## config.mk

```make
export PLATFORM = sky130hd
export DESIGN_NAME = indexed_ordered_list_core_flat
export DESIGN_NICKNAME = d
export VERILOG_FILES = /design/src/rtl/core/iol_pkg.sv /design/src/rtl/core/iol_in_if.sv /design/src/rtl/core/iol_out_if.sv /design/src/rtl/core/iol_cell.sv /design/src/rtl/core/iol_ctrl.sv /design/src/rtl/core/indexed_ordered_list_core.sv /design/src/flat_wrapper.sv
export VERILOG_INCLUDE_DIRS = /design/src /design/src/rtl/core
export SDC_FILE = /design/constraint.sdc
export NUM_CORES = 2
export LEC_CHECK = 0
export BUFFER_PORTS_ARGS = -buffer_cell sky130_fd_sc_hd__buf_2
export CAP_MARGIN = 10
export CORE_ASPECT_RATIO = 1.2
export CORE_MARGIN = 10
export CORE_UTILIZATION = 43
export CTS_CLUSTER_SIZE = 40
export DETAILED_ROUTE_END_ITERATION = 10
export REMOVE_ABC_BUFFERS = 1
export SKIP_CTS_REPAIR_TIMING = 1
export SYNTH_ARGS = -nofsm -noshare
export SYNTH_HDL_FRONTEND = slang
export SYNTH_HIERARCHICAL = 1
export SYNTH_SLANG_ARGS = --single-unit
```

## constraint.sdc

```tcl
create_clock -name clk -period 7.4 [get_ports clk]
set_input_delay 0 -clock clk [delete_from_list [all_inputs] [get_ports clk]]
set_output_delay 0 -clock clk [all_outputs]
set_load 0.01 [all_outputs]
```

## src/rtl/core/indexed_ordered_list_core_macros.svh

```systemverilog
// ----------------------------------------------------------------------------
// Indexed ordered list assertion macros
// Shared concurrent assertion forms, clocked on clk and disabled in reset.
// ----------------------------------------------------------------------------
`ifndef INDEXED_ORDERED_LIST_CORE_MACROS_SVH
`define INDEXED_ORDERED_LIST_CORE_MACROS_SVH

// The consequent must hold in the same cycle as the antecedent.
`define IOL_ASSERT_IMP(lbl, ante, cons) \
  lbl: assert property (@(posedge clk) disable iff (!rst_n) (ante) |-> (cons)) \
    else $error("indexed ordered list check failed");

// The consequent must hold in the cycle after the antecedent.
`define IOL_ASSERT_NXT(lbl, ante, cons) \
  lbl: assert property (@(posedge clk) disable iff (!rst_n) (ante) |=> (cons)) \
    else $error("indexed ordered list check failed");

`endif

```

## src/rtl/core/iol_pkg.sv

```systemverilog
// ----------------------------------------------------------------------------
// Indexed ordered list package
// Item layouts, operation and status codes, and the cell command bundle.
// ----------------------------------------------------------------------------
`default_nettype none

package iol_pkg;

  localparam int POS_W      = 5;
  localparam int IN_VALUE_W = 32;
  localparam int FOUND_W    = 4;
  localparam int COUNT_W    = 5;

  localparam logic [1:0] OP_INSERT = 2'd0;
  localparam logic [1:0] OP_DELETE = 2'd1;
  localparam logic [1:0] OP_SEARCH = 2'd2;

  localparam logic [1:0] ST_DONE    = 2'd0;
  localparam logic [1:0] ST_REJECT  = 2'd1;
  localparam logic [1:0] ST_MISSING = 2'd2;

  typedef struct packed {
    logic [1:0]                   op;
    logic [POS_W-1:0]             position;
    logic signed [IN_VALUE_W-1:0] value;
  } in_item_t;

  typedef struct packed {
    logic [1:0]         status;
    logic [FOUND_W-1:0] found_position;
    logic [COUNT_W-1:0] count;
  } out_item_t;

  typedef struct packed {
    logic ins;
    logic del;
    logic load;
    logic shift;
  } cell_cmd_t;

endpackage

`default_nettype wire

```

## src/rtl/core/iol_in_if.sv

```systemverilog
// ----------------------------------------------------------------------------
// Indexed ordered list operation channel
// Valid/ready channel that carries one list operation per item.
// ----------------------------------------------------------------------------
`default_nettype none

interface iol_in_if;
  logic             valid;
  logic             ready;
  iol_pkg::in_item_t data;

  modport source (output valid, output data, input ready);
  modport sink (input valid, input data, output ready);
endinterface

`default_nettype wire

```

## src/rtl/core/iol_out_if.sv

```systemverilog
// ----------------------------------------------------------------------------
// Indexed ordered list result channel
// Valid/ready channel that carries one result per item.
// ----------------------------------------------------------------------------
`default_nettype none

interface iol_out_if;
  logic              valid;
  logic              ready;
  iol_pkg::out_item_t data;

  modport source (output valid, output data, input ready);
  modport sink (input valid, input data, output ready);
endinterface

`default_nettype wire

```

## src/rtl/core/iol_cell.sv

```systemverilog
// ----------------------------------------------------------------------------
// Indexed ordered list cell
// Holds one list entry and its match flag, and trades them with neighbors.
// ----------------------------------------------------------------------------
`default_nettype none

module iol_cell #(
  parameter int IDX        = 0,
  parameter int CNT_W      = 5,
  parameter int VALUE_BITS = 32
) (
  input  wire logic                  clk,
  input  wire iol_pkg::cell_cmd_t    cmd,
  input  wire logic [CNT_W-1:0]      pos,
  input  wire logic [CNT_W-1:0]      cnt,
  input  wire logic [VALUE_BITS-1:0] value_in,
  input  wire logic [VALUE_BITS-1:0] left_data,
  input  wire logic [VALUE_BITS-1:0] right_data,
  input  wire logic                  right_match,
  output logic [VALUE_BITS-1:0]      data,
  output logic                       match
);
  import iol_pkg::*;

  localparam logic [CNT_W-1:0] IDX_C = CNT_W'(IDX);

  logic [VALUE_BITS-1:0] data_r;
  logic [VALUE_BITS-1:0] data_nxt;
  logic                  match_r;
  logic                  match_nxt;

  always_comb begin
    data_nxt = data_r;
    priority if (cmd.ins) begin
      if (IDX_C == pos) begin
        data_nxt = value_in;
      end else if (IDX_C > pos) begin
        data_nxt = left_data;
      end
    end else if (cmd.del && (IDX_C >= pos)) begin
      data_nxt = right_data;
    end
  end

  always_comb begin
    match_nxt = match_r;
    priority if (cmd.load) begin
      match_nxt = (data_r == value_in) && (IDX_C < cnt);
    end else if (cmd.shift) begin
      match_nxt = right_match;
    end
  end

  always_ff @(posedge clk) begin
    data_r  <= data_nxt;
    match_r <= match_nxt;
  end

  assign data  = data_r;
  assign match = match_r;

endmodule

`default_nettype wire

```

## src/rtl/core/iol_ctrl.sv

```systemverilog
// ----------------------------------------------------------------------------
// Indexed ordered list controller
// Checks each operation, drives the cell row and builds the result item.
// ----------------------------------------------------------------------------
`default_nettype none

module iol_ctrl #(
  parameter int DEPTH = 16,
  parameter int CNT_W = 5
) (
  input  wire logic             clk,
  input  wire logic             rst_n,
  iol_in_if.sink                in_item,
  iol_out_if.source             out_item,
  input  wire logic             match_head,
  output iol_pkg::cell_cmd_t    cmd,
  output logic [CNT_W-1:0]      cell_pos,
  output logic [CNT_W-1:0]      cnt
);
  import iol_pkg::*;

  localparam int WIDE = CNT_W + POS_W;

  typedef enum logic [0:0] {S_IDLE, S_SCAN} state_t;

  state_t           state_r;
  logic             out_valid_r;
  out_item_t        out_data_r;
  logic [CNT_W-1:0] cnt_r;
  logic [CNT_W-1:0] scan_r;

  logic             accept;
  logic [WIDE-1:0]  pos_w;
  logic [WIDE-1:0]  cnt_w;
  logic             ins_ok;
  logic             del_ok;
  logic             is_search;
  logic             scan_last;
  logic [CNT_W-1:0] cnt_inc;
  logic [CNT_W-1:0] cnt_dec;
  logic [CNT_W-1:0] scan_inc;

  function automatic logic [COUNT_W-1:0] fit_count(input logic [CNT_W-1:0] c);
    logic [CNT_W+COUNT_W-1:0] t;
    t = (CNT_W+COUNT_W)'(c);
    return t[COUNT_W-1:0];
  endfunction

  function automatic logic [FOUND_W-1:0] fit_found(input logic [CNT_W-1:0] c);
    logic [CNT_W+FOUND_W-1:0] t;
    t = (CNT_W+FOUND_W)'(c);
    return t[FOUND_W-1:0];
  endfunction

  assign in_item.ready = (state_r == S_IDLE) && (!out_valid_r || out_item.ready);
  assign accept        = in_item.valid && in_item.ready;

  assign pos_w     = WIDE'(in_item.data.position);
  assign cnt_w     = WIDE'(cnt_r);
  assign ins_ok    = (in_item.data.op == OP_INSERT) && (cnt_w < WIDE'(DEPTH)) &&
                     (pos_w <= cnt_w);
  assign del_ok    = (in_item.data.op == OP_DELETE) && (pos_w < cnt_w);
  assign is_search = (in_item.data.op == OP_SEARCH);

  assign cnt_inc   = CNT_W'(cnt_r + 1'b1);
  assign cnt_dec   = CNT_W'(cnt_r - 1'b1);
  assign scan_inc  = CNT_W'(scan_r + 1'b1);
  assign scan_last = ({1'b0, scan_r} + 1'b1) == {1'b0, cnt_r};

  assign cmd.ins   = accept && ins_ok;
  assign cmd.del   = accept && del_ok;
  assign cmd.load  = accept && is_search;
  assign cmd.shift = (state_r == S_SCAN) && !match_head && !scan_last;
  assign cell_pos  = pos_w[CNT_W-1:0];
  assign cnt       = cnt_r;

  always_ff @(posedge clk) begin
    if (!rst_n) begin
      state_r     <= S_IDLE;
      out_valid_r <= 1'b0;
      cnt_r       <= '0;
      scan_r      <= '0;
    end else begin
      if (out_valid_r && out_item.ready && !accept) begin
        out_valid_r <= 1'b0;
      end
      unique case (state_r)
        S_IDLE: begin
          if (accept) begin
            out_data_r.found_position <= '0;
            priority if (ins_ok) begin
              cnt_r                <= cnt_inc;
              out_valid_r          <= 1'b1;
              out_data_r.status    <= ST_DONE;
              out_data_r.count     <= fit_count(cnt_inc);
            end else if (del_ok) begin
              cnt_r                <= cnt_dec;
              out_valid_r          <= 1'b1;
              out_data_r.status    <= ST_DONE;
              out_data_r.count     <= fit_count(cnt_dec);
            end else if (is_search && (cnt_r != '0)) begin
              state_r              <= S_SCAN;
              scan_r               <= '0;
              out_valid_r          <= 1'b0;
            end else if (is_search) begin
              out_valid_r          <= 1'b1;
              out_data_r.status    <= ST_MISSING;
              out_data_r.count     <= fit_count(cnt_r);
            end else begin
              out_valid_r          <= 1'b1;
              out_data_r.status    <= ST_REJECT;
              out_data_r.count     <= fit_count(cnt_r);
            end
          end
        end
        S_SCAN: begin
          priority if (match_head) begin
            state_r                   <= S_IDLE;
            out_valid_r               <= 1'b1;
            out_data_r.status         <= ST_DONE;
            out_data_r.found_position <= fit_found(scan_r);
            out_data_r.count          <= fit_count(cnt_r);
          end else if (scan_last) begin
            state_r                   <= S_IDLE;
            out_valid_r               <= 1'b1;
            out_data_r.status         <= ST_MISSING;
            out_data_r.found_position <= '0;
            out_data_r.count          <= fit_count(cnt_r);
          end else begin
            scan_r                    <= scan_inc;
          end
        end
        default: begin
          state_r <= S_IDLE;
        end
      endcase
    end
  end

  assign out_item.valid = out_valid_r;
  assign out_item.data  = out_data_r;

endmodule

`default_nettype wire

```

## src/rtl/core/indexed_ordered_list_core.sv

```systemverilog
// ----------------------------------------------------------------------------
// Indexed ordered list core
// Ordered list of signed values with insert and delete by position and search by value.
// ----------------------------------------------------------------------------
// Operations arrive as items on in_item (op, position, value) and each one
// returns exactly one item on out_item (status, found_position, count).
// The list is a row of DEPTH cells, one entry per cell. An insert shifts the
// cells above the position up by one, and a delete shifts them down; both,
// and every rejected operation, give their result in the cycle after the item
// is accepted. A search compares every cell at once, then walks the match
// flags toward the head one cell per cycle; its result is registered when a
// match flag reaches the head or the scan reaches the last entry. A search on an
// empty list answers in the cycle after it is accepted.
// One item is in flight at a time: in_item.ready is high only when no search
// is scanning and the result register is empty or is being taken in the same
// cycle. A stalled out_item holds its result and blocks new items.
// Reset empties the list by clearing the count; entry contents are not cleared.
// ----------------------------------------------------------------------------
`default_nettype none

`include "indexed_ordered_list_core_macros.svh"

module indexed_ordered_list_core #(
  parameter int DEPTH      = 16,
  parameter int VALUE_BITS = 32
) (
  input  wire logic clk,
  input  wire logic rst_n,
  iol_in_if.sink    in_item,
  iol_out_if.source out_item
);
  import iol_pkg::*;

  localparam int CNT_W = $clog2(DEPTH + 1);

  cell_cmd_t                    cmd;
  logic [CNT_W-1:0]             cell_pos;
  logic [CNT_W-1:0]             cnt;
  logic [VALUE_BITS+IN_VALUE_W-1:0] value_ext;
  logic [VALUE_BITS-1:0]        value;
  logic [VALUE_BITS-1:0]        cell_data [DEPTH];
  logic                         cell_match [DEPTH];

  assign value_ext = {{VALUE_BITS{in_item.data.value[IN_VALUE_W-1]}}, in_item.data.value};
  assign value     = value_ext[VALUE_BITS-1:0];

  iol_ctrl #(
    .DEPTH (DEPTH),
    .CNT_W (CNT_W)
  ) u_ctrl (
    .clk        (clk),
    .rst_n      (rst_n),
    .in_item    (in_item),
    .out_item   (out_item),
    .match_head (cell_match[0]),
    .cmd        (cmd),
    .cell_pos   (cell_pos),
    .cnt        (cnt)
  );

  for (genvar g = 0; g < DEPTH; g++) begin : g_cell
    logic [VALUE_BITS-1:0] left_data;
    logic [VALUE_BITS-1:0] right_data;
    logic                  right_match;

    if (g == 0) begin : g_head
      assign left_data = value;
    end else begin : g_body
      assign left_data = cell_data[g-1];
    end

    if (g == DEPTH - 1) begin : g_tail
      assign right_data  = cell_data[g];
      assign right_match = 1'b0;
    end else begin : g_next
      assign right_data  = cell_data[g+1];
      assign right_match = cell_match[g+1];
    end

    iol_cell #(
      .IDX        (g),
      .CNT_W      (CNT_W),
      .VALUE_BITS (VALUE_BITS)
    ) u_cell (
      .clk         (clk),
      .cmd         (cmd),
      .pos         (cell_pos),
      .cnt         (cnt),
      .value_in    (value),
      .left_data   (left_data),
      .right_data  (right_data),
      .right_match (right_match),
      .data        (cell_data[g]),
      .match       (cell_match[g])
    );
  end

  `IOL_ASSERT_IMP(a_count_bound, 1'b1, cnt <= DEPTH)
  `IOL_ASSERT_IMP(a_insert_room, cmd.ins, cnt < DEPTH)
  `IOL_ASSERT_NXT(a_insert_grows, cmd.ins, cnt == CNT_W'($past(cnt) + 1'b1))
  `IOL_ASSERT_NXT(a_delete_shrinks, cmd.del, cnt == CNT_W'($past(cnt) - 1'b1))
  `IOL_ASSERT_IMP(a_found_zero, out_item.valid && (out_item.data.status != ST_DONE),
                  out_item.data.found_position == '0)

endmodule

`default_nettype wire

```

## src/flat_wrapper.sv

```systemverilog
// flat-port wrapper written by rule: the top's interface ports become plain ports
module indexed_ordered_list_core_flat import iol_pkg::*;
#(
  parameter int DEPTH      = 16,
  parameter int VALUE_BITS = 32
)
  (clk, rst_n, in_item_valid, in_item_data, in_item_ready, out_item_valid, out_item_data, out_item_ready);
  iol_in_if in_item_i ();
  iol_out_if out_item_i ();
  input  wire logic clk;
  input  wire logic rst_n;
  input wire logic [$bits(in_item_i.valid)-1:0] in_item_valid;
  input wire logic [$bits(in_item_i.data)-1:0] in_item_data;
  output wire logic [$bits(in_item_i.ready)-1:0] in_item_ready;
  output wire logic [$bits(out_item_i.valid)-1:0] out_item_valid;
  output wire logic [$bits(out_item_i.data)-1:0] out_item_data;
  input wire logic [$bits(out_item_i.ready)-1:0] out_item_ready;
  assign in_item_i.valid = in_item_valid;
  assign in_item_i.data = in_item_data;
  assign in_item_ready = in_item_i.ready;
  assign out_item_valid = out_item_i.valid;
  assign out_item_data = out_item_i.data;
  assign out_item_i.ready = out_item_ready;
  indexed_ordered_list_core #(.DEPTH(DEPTH), .VALUE_BITS(VALUE_BITS)) u_core (.clk(clk), .rst_n(rst_n), .in_item(in_item_i), .out_item(out_item_i));
endmodule
```

Word-level counts from Yosys, hierarchy flattened
Index checks and enable logic that the tools add are counted.

Register bits: 551. Bits in latches: 0. Bits in writable memories: 0. Memory bits (read-only): 0. Bits of input ports: 43. Logic and storage cells: 370. Memories kept: 0.

Add/sub/neg operators: 4. Multipliers: 0. Div/mod/pow operators: 0. Order comparisons: 50. Equal/unequal tests: 57. Shift operators: 0. Muxes and demuxes: 129. Bitwise logic cells: 1. Reductions and logical operators: 90.

Operator list (number): 2-to-1 mux 32 bit (62); equality test 32 bit (16); 2-to-1 mux 5 bit (11); 2-to-1 mux 1 bit (45); inequality test 3 bit (second input constant) (15); logical AND 1 bit (44); equality test 4 x 5 -> 1 bit (first input constant) (8); > comparator 4 x 5 -> 1 bit (first input constant) (8); < comparator 4 x 5 -> 1 bit (first input constant) (8); nonzero test 2 bit (18); greater-or-equal comparator 4 x 5 -> 1 bit (first input constant) (7); 2-to-1 mux 11 bit (3); AND reduction 2 bit (16); one-hot mux 11 bit (2 select lines) (1); equality test 3 x 5 -> 1 bit (first input constant) (4); greater-or-equal comparator 3 x 5 -> 1 bit (first input constant) (4); > comparator 3 x 5 -> 1 bit (first input constant) (4); < comparator 3 x 5 -> 1 bit (first input constant) (4); adder 5 x 1 -> 5 bit (second input constant) (2); equality test 2 x 5 -> 1 bit (first input constant) (2); greater-or-equal comparator 1 x 5 -> 1 bit (first input constant) (2); greater-or-equal comparator 2 x 5 -> 1 bit (first input constant) (2); > comparator 1 x 5 -> 1 bit (first input constant) (2); > comparator 2 x 5 -> 1 bit (first input constant) (2); other kinds (27) (41).

Longest topological paths before layout
Depth in word-level cells: 10. Mapped depth: 11. Depth with buffers taken out: 8.

Modules after synthesis
Netlist, hierarchy kept.

By module, submodules not included: iol_cell (u_core.g_cell[11].u_cell) (instances 1, cells each 190, area each 2104.5 um^2, sequential area each 991.0 um^2); iol_cell (u_core.g_cell[13].u_cell) (instances 1, cells each 190, area each 2100.8 um^2, sequential area each 991.0 um^2); iol_cell (u_core.g_cell[10].u_cell) (instances 1, cells each 192, area each 2085.8 um^2, sequential area each 991.0 um^2); iol_cell (u_core.g_cell[2].u_cell) (instances 1, cells each 191, area each 2085.8 um^2, sequential area each 991.0 um^2); iol_cell (u_core.g_cell[3].u_cell) (instances 1, cells each 190, area each 2084.5 um^2, sequential area each 991.0 um^2); iol_cell (u_core.g_cell[0].u_cell) (instances 1, cells each 191, area each 2080.7 um^2, sequential area each 991.0 um^2); iol_cell (u_core.g_cell[14].u_cell) (instances 1, cells each 191, area each 2078.2 um^2, sequential area each 991.0 um^2); iol_cell (u_core.g_cell[12].u_cell) (instances 1, cells each 192, area each 2072.0 um^2, sequential area each 991.0 um^2); iol_cell (u_core.g_cell[5].u_cell) (instances 1, cells each 190, area each 2072.0 um^2, sequential area each 991.0 um^2); iol_cell (u_core.g_cell[9].u_cell) (instances 1, cells each 192, area each 2069.5 um^2, sequential area each 991.0 um^2); iol_cell (u_core.g_cell[4].u_cell) (instances 1, cells each 193, area each 2068.2 um^2, sequential area each 991.0 um^2); iol_cell (u_core.g_cell[6].u_cell) (instances 1, cells each 191, area each 2068.2 um^2, sequential area each 991.0 um^2); iol_cell (u_core.g_cell[8].u_cell) (instances 1, cells each 190, area each 2068.2 um^2, sequential area each 991.0 um^2); iol_cell (u_core.g_cell[1].u_cell) (instances 1, cells each 189, area each 2058.2 um^2, sequential area each 991.0 um^2); +4 rows.

Least setup slack after synthesis
Ideal clock, no wire load.

Path type: reg2reg. From: reg u_core.u_ctrl.cnt_r[2] (netlist: u_core/u_ctrl/cnt[2]). To: reg u_core.g_cell[4].u_cell.data_r[0], enable pin. Library setup time: 0.501 ns. Arrival: 6.180 ns. Data required time: 6.899 ns. Setup slack: 0.719 ns. Stages on the path, launching flop included: 11. Path buffers: 2. Clock period less this slack: 6.681 ns. Cells stage by stage: dfxtp_1 clkbuf_1 inv_1 ha_1 o211a_1 o31ai_1 a21oi_1 nor2_1 buf_2 nor2_1 nor4_1.

RTL lines: from (decl) (RTL line iol_ctrl.sv:29) `logic [CNT_W-1:0] cnt_r;`; from (signal assigned) (RTL line iol_ctrl.sv:92) `cnt_r <= cnt_inc;`; from (signal assigned) (RTL line iol_ctrl.sv:97) `cnt_r <= cnt_dec;`; to (signal assigned) (RTL line iol_cell.sv:55) `data_r <= data_nxt;`; to (decl) (RTL line iol_cell.sv:27) `logic [VALUE_BITS-1:0] data_r;`.

==> results.toml <==
[worst_setup_path]
critPathCaptureType = "flop"
cp.required_ps = 7620
cp.arrival_ps = 4960
crit_fanout = 59
crit_type = "flop to flop"
critPathBufInv = 2
crit_slowest_cell = "a21oi_4"
critPathTopFamily = "compound AO/OA/AOI/OAI gates"
critPathMaxStageDelay_ps = 780
cp-start-kind = "flop"
crit_chain = "inv_1 -> ha_1 -> nor2b_1 -> o31ai_1 -> a21oi_1 -> nor2_4 -> buf_4 -> o21ai_0 -> a21oi_4"

[yosys]
synth_top_family_by_area = "multiplexers"
synth.most_common_cell = "nor2_1"
synth_edf_count = 539
synth_xor_area_share_pct = 13.1
ys_seq_elements = 551
synthTopCellsByArea = "edfxtp_1 47%, mux2i_1 15%, xor2_1 11%"
synth_top_cell_by_area = "edfxtp_1"
synth_fa_ha_area_share_pct = 0.325
synthSimpleGateAreaFrac_pct = 11.5
synth_warnings = 6
synth_mux_area_share_pct = 14.8
synthTopCellsByCount = "540 x nor2_1, 539 x edfxtp_1, 520 x a21oi_1"
seq_area_frac_synth_pct = 47.3
ys_types = 78
synthCells = 3228
synth_compound_area_share_pct = 9.44
synthFlopType = "edfxtp_1"
async_reset_ff_share_pct = 0
synth_area_per_cell_um2 = 10.7
synth_top_area_share_pct = 46.7
syn_area_um2 = 34700

[clocking]
cts_num_sinks = 551
root_buffer = "clkbuf_16"
clockBufferDepth = 3
clk_pin_slew_ps = 60
clock_latency_ps = 620
cts_tree = "done"
cts_buffers = 67
htree_levels = 3

[cells_and_area]
area_growth_pct = 9.12
layout-drive-gt1-share_pct = 8.08
utilization_pct = 47.1
fin_nets = 3303
design_area_um2 = 37900
stdcell_count = 4340

[grt]
grt_max_degree = 238
grt.total_usage_pct = 20.3
grt_overflow = 0
grt_pass1_wl_um = 146000
antenna_found_initial = 0
grt_pass1_vias = 23300

[die]
fp-row-count = 114
initial_core_util_pct = 43.2
die_area_um2 = 92500
die_y_um = 331
placeableCoreArea_um2 = 80300
die_x_um = 279
io_pins = 56

[drt]
drt_iter0_drc = 1897
routed_wl_um = 95600
drc = 0
wl_per_cell_um = 22.0
dr.pass1.iters = 5
via_per_inst = 5.48
drtAntennaViolNets = 0
num_vias = 23800

[power]
intPower_mw = 5.43
p_clk_share_pct = 42.4
p_sw_mw = 1.79
cellLeakagePower_nw = 14.3
combPwrFrac_pct = 9.3
irDropWorstVdd_uv = 151
sw_frac_of_total_pct = 24.8
power-per-cell-area_nw_per_um2 = 191
total_power_mw = 7.22
pwr-share-seq_pct = 48.3

[run_status]
violations = "negative hold slack"
outcome = "finished, violations left"

[timing]
fin_hold_ws_ps = -41.8
rsz0062_at_grt = "false"
fin_crit_sh_pct = 64.0
setup_viol_count_final = 0
post-route-min-period_ps = 4740
maxSlewViolCount = 0
setup-tns-final_ps = 0
clock_skew_ps = 25.6
fin_ws_ps = 2660
worstMarginPinSlew_ps = 1240
fmaxAchievable_ghz = 0.211
relSlewSlack_pct = 17.1
hold_violations = 1

[placement]
finalWeightedCongestion = 0.895
placedCellCount = 4223
pre_cts_ws_ps = 2700
post_dp_cell_area_um2 = 35900
numPortBuffers = 55
dp_hpwl_um = 70100

[min_path]
holdCritPathClass = "input pin to flop"

[job]
maxCapViolCount = 0
## registers in the layout, indices dropped and copies added, names as in the netlist
signal,cells
u_core/u_ctrl/out_item.valid,1
u_core/u_ctrl/state_r,1
u_core/u_ctrl/cnt,5
u_core/g_cell.u_cell/data,512
u_core/u_ctrl/scan_r,5
u_core/g_cell.u_cell/match,16
u_core/u_ctrl/out_item.data,11
## power by group through the flow
| stage | Sequential (mW) | Clock, mW | Combinational, mW |
|---|---|---|---|
| 4_1_cts | 3.49 | 3.13 | 0.666 |
| 2_1_floorplan | 3.56 | 0 | 0.489 |
| 6_report | 3.49 | 3.06 | 0.669 |
| 3_5_place_dp | 3.55 | 0 | 0.666 |
| 3_3_place_gp | 3.55 | 0 | 0.657 |
| 5_1_grt | 3.49 | 3.23 | 0.722 |
## area by class of cell
cell class,count,area [um2]
fill,7621,42400
multi-input combinational,2483,17200
sequential,551,16400
clock buffer,89,1780
tap,1044,1310
timing repair buffer,127,873
clock inverter,23,186
inverter,21,78.8
antenna,2,5.00
## worst register-to-register path, cell delays in order, from the launching register on
cell and delay [ps]:
dfxtp_1 710, inv_1 210, ha_1 340, nor2b_1 140, o31ai_1 410, a21oi_1 310
nor2_4 600, buf_4 590, o21ai_0 260, a21oi_4 780
## cells by family (layout without fill, tap and decap cells)
logic type | count (synthesis) | count (layout)
other | 1 | 3
adders and majority gates | 9 | 9
AOI/OAI and AO/OA | 605 | 605
muxes | 513 | 513
buffers and inverters | 194 | 260
and+or+nand+nor | 837 | 837
xor gates and xnor gates | 518 | 518
DFF | 551 | 551
## metal layers
layer	GRT usage, %	vias up	part of all wire (%)
li1	-	11900	-
met1	25.7	11200	44
met2	34.2	529	48
met3	2.08	172	3.2
met4	10.4	0	5.0
met5	0	-	0
## cell usage in the layout, fill, tap and decap left out, types with 21 or more instances in the layout
cell         n
nor2_1     537
nor4_1     110
a21oi_1    519
buf_4       65
buf_2       55
clkbuf_1    21
mux2i_1    513
clkbuf_16   68
nand2_1     21
nand4_1     37
inv_1       21
xor2_1     453
nand3_1     25
xnor2_1     64
edfxtp_1   539
## final timing paths
kind | from | end | slack, ps | depth (start not counted)
min reg2reg | u_core/g_cell[4].u_cell/match | u_core/g_cell[3].u_cell/match | 520 | 2
max reg2reg | u_core/u_ctrl/cnt[1] | u_core/g_cell[5].u_cell/data[18] | 2660 | 9
min | in_item_data[38] | u_core/u_ctrl/out_item.data[10] | -40 | 3
max | u_core/u_ctrl/cnt[1] | u_core/g_cell[5].u_cell/data[18] | 2660 | 9
Note: power is estimated with default switching activity, not from simulation.
